`src/sv/pafl_pkg.sv`:
```
// pafl_pkg: shared types, widths and helpers for the pool allocator free list
// no dependencies; imported by every module of the block
package pafl_pkg;

	// free stack geometry and node alignment
	localparam int unsigned FREE_DEPTH = 256;
	localparam int unsigned NODE_ALIGN = 8;
	localparam int unsigned MIN_NODE_BYTES = 8;

	localparam int unsigned IDX_W = $clog2(FREE_DEPTH);
	localparam int unsigned CNT_W = $clog2(FREE_DEPTH + 1);

	// field widths
	localparam int unsigned MODE_W = 2;
	localparam int unsigned ADDR_W = 32;
	localparam int unsigned LEN_W = 32;
	localparam int unsigned STATUS_W = 3;
	localparam int unsigned NB_W = 17;
	localparam int unsigned NSZ_W = 18;
	localparam int unsigned REG_W = 33;

	// stream beat widths, whole bytes
	localparam int unsigned IN_BITS = MODE_W + ADDR_W + LEN_W;
	localparam int unsigned IN_DATA_W = ((IN_BITS + 7) / 8) * 8;
	localparam int unsigned OUT_BITS = ADDR_W + STATUS_W;
	localparam int unsigned OUT_DATA_W = ((OUT_BITS + 7) / 8) * 8;

	typedef enum logic [MODE_W-1:0] {
		MODE_ALLOC = 2'd0,
		MODE_FREE  = 2'd1,
		MODE_GROW  = 2'd2,
		MODE_NONE  = 2'd3
	} mode_t;

	typedef enum logic [STATUS_W-1:0] {
		ST_OK           = 3'd0,
		ST_EXHAUSTED    = 3'd1,
		ST_TOO_LARGE    = 3'd2,
		ST_STACK_FULL   = 3'd3,
		ST_GROW_REFUSED = 3'd4
	} status_t;

	// control from the decision logic to the free stack
	typedef struct packed {
		logic              push;
		logic              pop;
		logic [ADDR_W-1:0] wdata;
	} stack_cmd_t;

	// free stack status seen by the decision logic
	typedef struct packed {
		logic [CNT_W-1:0]  count;
		logic [ADDR_W-1:0] top;
	} stack_stat_t;

	// one result item
	typedef struct packed {
		status_t           status;
		logic [ADDR_W-1:0] node_address;
	} result_t;

	// node size clamped to the minimum, then rounded up to the alignment
	function automatic logic [NSZ_W-1:0] round_node_bytes(input logic [NB_W-1:0] nb);
		logic [NSZ_W-1:0] n;
		logic [NSZ_W-1:0] r;
		n = (nb < NB_W'(MIN_NODE_BYTES)) ? NSZ_W'(MIN_NODE_BYTES) : NSZ_W'(nb);
		r = NSZ_W'(((n + NSZ_W'(NODE_ALIGN - 1)) / NODE_ALIGN) * NODE_ALIGN);
		return r;
	endfunction

endpackage

```
`src/sv/pafl_ctrl.sv`:
```
// pafl_ctrl: node size register, bump region and per-request decision logic
// depends on pafl_pkg; drives pafl_stack through stack_cmd_t
module pafl_ctrl
	import pafl_pkg::*;
(
	input  logic              clk,
	input  logic              arst_n,
	input  logic              cfg_we,
	input  logic [NB_W-1:0]   cfg_data,
	input  logic              en,
	input  mode_t             mode,
	input  logic [ADDR_W-1:0] address,
	input  logic [LEN_W-1:0]  length,
	input  stack_stat_t       stat,
	output stack_cmd_t        cmd,
	output result_t           result
);

	logic [NSZ_W-1:0] nsz_q;
	logic [REG_W-1:0] next_q;
	logic [REG_W-1:0] end_q;

	logic [REG_W:0]   bump_sum;
	logic             bump_ok;
	logic [REG_W-1:0] left;
	logic             do_push;
	logic             do_pop;
	logic             do_bump;
	logic             do_grow;

	// effective node size, worked out when written
	always_ff @(posedge clk or negedge arst_n) begin
		if (!arst_n) begin
			nsz_q <= round_node_bytes(NB_W'(MIN_NODE_BYTES));
		end else if (cfg_we) begin
			nsz_q <= round_node_bytes(cfg_data);
		end
	end

	// bump pointer checks
	assign bump_sum = {1'b0, next_q} + (REG_W + 1)'(nsz_q);
	assign bump_ok  = (bump_sum <= {1'b0, end_q}) && !next_q[REG_W-1];
	assign left     = (end_q >= next_q) ? (end_q - next_q) : '0;

	// request decision
	always_comb begin
		do_push = 1'b0;
		do_pop  = 1'b0;
		do_bump = 1'b0;
		do_grow = 1'b0;
		result.status       = ST_OK;
		result.node_address = '0;
		case (mode)
			MODE_ALLOC: begin
				if (length > LEN_W'(nsz_q)) begin
					result.status = ST_TOO_LARGE;
				end else if (stat.count != '0) begin
					do_pop = 1'b1;
					result.node_address = stat.top;
				end else if (bump_ok) begin
					do_bump = 1'b1;
					result.node_address = next_q[ADDR_W-1:0];
				end else begin
					result.status = ST_EXHAUSTED;
				end
			end
			MODE_FREE: begin
				if (stat.count >= CNT_W'(FREE_DEPTH)) begin
					result.status = ST_STACK_FULL;
				end else begin
					do_push = 1'b1;
				end
			end
			MODE_GROW: begin
				if (left >= REG_W'(nsz_q)) begin
					result.status = ST_GROW_REFUSED;
				end else begin
					do_grow = 1'b1;
				end
			end
			default: begin
			end
		endcase
	end

	assign cmd.push  = en && do_push;
	assign cmd.pop   = en && do_pop;
	assign cmd.wdata = address;

	// region bounds
	always_ff @(posedge clk or negedge arst_n) begin
		if (!arst_n) begin
			next_q <= '0;
			end_q  <= '0;
		end else if (en && do_bump) begin
			next_q <= bump_sum[REG_W-1:0];
		end else if (en && do_grow) begin
			next_q <= REG_W'(address);
			end_q  <= REG_W'(address) + REG_W'(length);
		end
	end

endmodule
```
`config.mk`:
```
export PLATFORM = sky130hd
export DESIGN_NAME = pafl_ctrl
export DESIGN_NICKNAME = d
export VERILOG_FILES = /design/src/sv/pafl_pkg.sv /design/src/sv/pafl_ctrl.sv
export SDC_FILE = /design/constraint.sdc
export NUM_CORES = 1
export LEC_CHECK = 0
export CORE_ASPECT_RATIO = 1.5
export CORE_MARGIN = 2
export CORE_UTILIZATION = 60
export DETAILED_ROUTE_END_ITERATION = 7
export DONT_BUFFER_PORTS = 1
export HOLD_SLACK_MARGIN = 0.02
export MAX_ROUTING_LAYER = met4
export PLACE_DENSITY = 0.75
export SKIP_LAST_GASP = 1
export SLEW_MARGIN = 20
export SYNTH_ARGS = -nofsm -noshare
export SYNTH_HDL_FRONTEND = slang
export SYNTH_SLANG_ARGS = --single-unit
```
`constraint.sdc`:
```
create_clock -name clk -period 5.8 [get_ports clk]
set_input_delay 1.16 -clock clk [delete_from_list [all_inputs] [get_ports clk]]
set_output_delay 1.16 -clock clk [all_outputs]
set_load 0.05 [all_outputs]
```
==> qor.yml <==
p_sw_frac: 0.5119
power_frac_clock: 0.071
htreeDepth: 3
drt_wl_total_um: 46100
synth_top_area_cell: "dfrtp_1"
overflow: 0
ys_types: 73
cp_data_required_time_ns: 4.64
gp_congestion: 1.038
syn-cell-area_um2: 10540
cts_hold_buf: 0
cts_tree: "yes"
viasPerCell: 6.901
slowest_stage: "dfrtp_1"
slowest_delay_ns: 0.39
antenna_found_initial: 2
p_per_area_nw_per_um2: 690.1
synth_edf_count: 0
r2r_slack_ns: 0.08
rsz0062_at_grt: "true"
hold_class: "input port to async pin"
detail_route.first_pass.iterations: 5
yosysMostFrequentCell: "a21oi_1"
r2r-end: "end_q[27]"
fin_crit_sh: 1.167
drtIter0Drc: 1108
placementRows: 59
netlist_instances: 1378
ys_warn_count: 0
route.met3.wl_um: 4068
endpoint: "result[10]"
top_level_ports: 197
relSlewSlack: 0.3093
wl_met1_um: 14270
topRoutingLayerUsed: "met4"
p_seq_frac: 0.107
yosys.area.top_type_share: 0.1900
drive_gt1_frac: 0.2666
fp.coreArea_um2: 17270
die-width_um: 112.2
violations: "setup timing"
ys_async_sr_fraction: 1.000
slew_violations: 0
ant_nets: 0
hold_viol: 0
synth_nets: 1652
fmax_mhz: 147.8
dpl.hpwl_um: 32360
grt_pass1_vias: 12419
critPathCaptureType: "primary output"
nets: 1838
critical_path_arrival_ns: 5.61
skew_ns: 0.01053
r2r-start: "next_q[6]"
worstPathMaxFanout: 11
drc: 0
place_ws_ns: -0.5252
clk_pin_slew_worst_paths_ns: 0.07
crit_type: "register to primary output"
dp.cells: 1730
port_buffers: 0
die_area_um2: 18660
switching_power_uw: 5030
avgSynthCellArea_um2: 7.647
worstSkewPairLatency_ns: 0.38
worstSetupStartpointType: "register"
synth_flop_cell: "dfrtp_1"
period_needed_ns: 6.767
die_h_um: 166.3
power.leakage_uw: 0.006405
ir_drop_v: 0.0005121
final_cell_count_no_fill: 1784
track_usage: 0.4774
r2r_cells: 29
cts_root_buf: "clkbuf_16"
p_total_uw: 9827
synth_common_cells: "a21oi_1 (145), ha_1 (143), inv_1 (116)"
outcome: "finished with violations"
crit_chain: "buf_6 > ha_4 > inv_2 > fa_2 > nor2b_2 > o21ai_2 > a21oi_4 > o211a_1 > o31a_1 > o211ai_1 > nor2_1 > buf_4 > and3b_2 > xnor2_2 > ha_1 > a21o_1 > a211o_1 > a211o_1 > a21oi_2 > nand2b_4 > buf_12 > nand3_2 > a21oi_4 > buf_12"
wire_per_inst_um: 25.84
dr_total_vias: 12311
area_growth_syn_to_layout_pct: 35.13
fill_cells: 1089
synth-seq-cells: 81
worst_slack_ns: -0.9674
tightest_slew_ns: 1.033
p_comb_frac: 0.822
clock_sinks: 81
ys_seq_area_frac: 0.1925
whs_ns: 0.4769
clockBufferDepth: 2
wl_met2_um: 21690
maxCapViolations: 0
synth_area_leaders: "dfrtp_1 (19%), ha_1 (17%), a21oi_1 (6.9%)"
grt_max_degree: 82
final_util: 0.8244
numCtsBuffers: 9
grt_pass1_wl_um: 67020
critPathLaunch: "next_q[3]"
start_util: 0.6100
p_int_uw: 4797
finalSetupViolations: 34
## worst min-delay path by stage
stage | from | endpoint | slack, ns | cells after the start
finish | arst_n | next_q[31] | 0.48 | 0
detailed placement | next_q[11] | next_q[11] | 0.55 | 1
global route | arst_n | end_q[31] | 0.48 | 0
CTS | arst_n | end_q[31] | 0.48 | 0
floorplan | end_q[5] | end_q[5] | 0.50 | 2
global placement | next_q[11] | next_q[11] | 0.53 | 1
## metrics by stage
step	cell area, um^2	setup TNS (ns)
global route	14240	-33.54
global placement	12900	-14.03
floorplan	10910	0
finish	14240	-28.21
CTS	14030	-20.47
detailed placement	12900	-16.50
## critical path: cells and delay by family (launching register included)
kind                     cells  cell delay, ns
AO/OA/AOI/OAI               10            2.49
AND/OR/NAND/NOR              5            0.75
buffers and inverters        5            0.72
adder cells (fa/ha/maj)      3            0.64
flip-flops                   1            0.39
XOR/XNOR                     1            0.18
## power groups by stage
stage	clock network (uW)	registers (uW)	logic, uW
after detailed placement	0	1010	6640
after CTS	685	1010	7580
after floorplan	0	949	4170
final	700	1050	8080
after global routing	708	1060	8540
after global placement	0	999	6510
## registers in the layout, indices dropped and copies added (netlist names)
signal,flops
end_q,33
nsz_q,15
next_q,33
## cells by family (layout without fill, tap and decap cells)
group,count (synthesis),in the layout,synth area share
AND/OR/NAND/NOR,437,437,0.2047
AO/OA/AOI/OAI,420,420,0.2612
buffers and inverters,199,389,0.08466
adder cells (fa/ha/maj),146,146,0.1755
XOR/XNOR,82,82,0.06815
flip-flops,81,81,0.1925
multiplexers,13,13,0.01330
other,0,3,0
## metal layers
metal	GRT usage	up-vias
li1	-	5341
met3	0.1095	372
met2	0.7965	853
met1	0.4507	5745
met4	0.4274	0
met5	-	-
## what timing repair did
| action | in CTS | in global routing |
|---|---|---|
| resized for setup | 96 | 33 |
| setup endpoints to repair | 34 | 59 |
| gates cloned | 3 | 0 |
| pin swaps | 55 | 47 |
| buffers inserted | 27 | 12 |
## layout by cell type, fill, tap and decap left out, types with 46 or more instances in the layout
cell type  netlist  final
a21oi_1        145    101
buf_4           35    207
dfrtp_1         80     79
ha_1           143    133
inv_1          116    112
nand2_1        100     99
nand3_1         73     46
nor2_1         100     94
o21ai_0         83     76
xnor2_1         54     51
## final cells by class
| cell class | instances | area [um^2] | share of cell area |
|---|---|---|---|
| clock buffers | 9 | 225.2 | 0.01582 |
| diodes | 3 | 7.507 | 0.0005272 |
| well taps | 213 | 266.5 | 0.01872 |
| flip-flops and latches | 81 | 2029 | 0.1425 |
| multi-input cells | 1098 | 8621 | 0.6054 |
| clock inverters | 6 | 115.1 | 0.008084 |
| repair buffers | 258 | 2537 | 0.1782 |
| inverters | 116 | 437.9 | 0.03075 |
(Power assumes the default switching activity.)
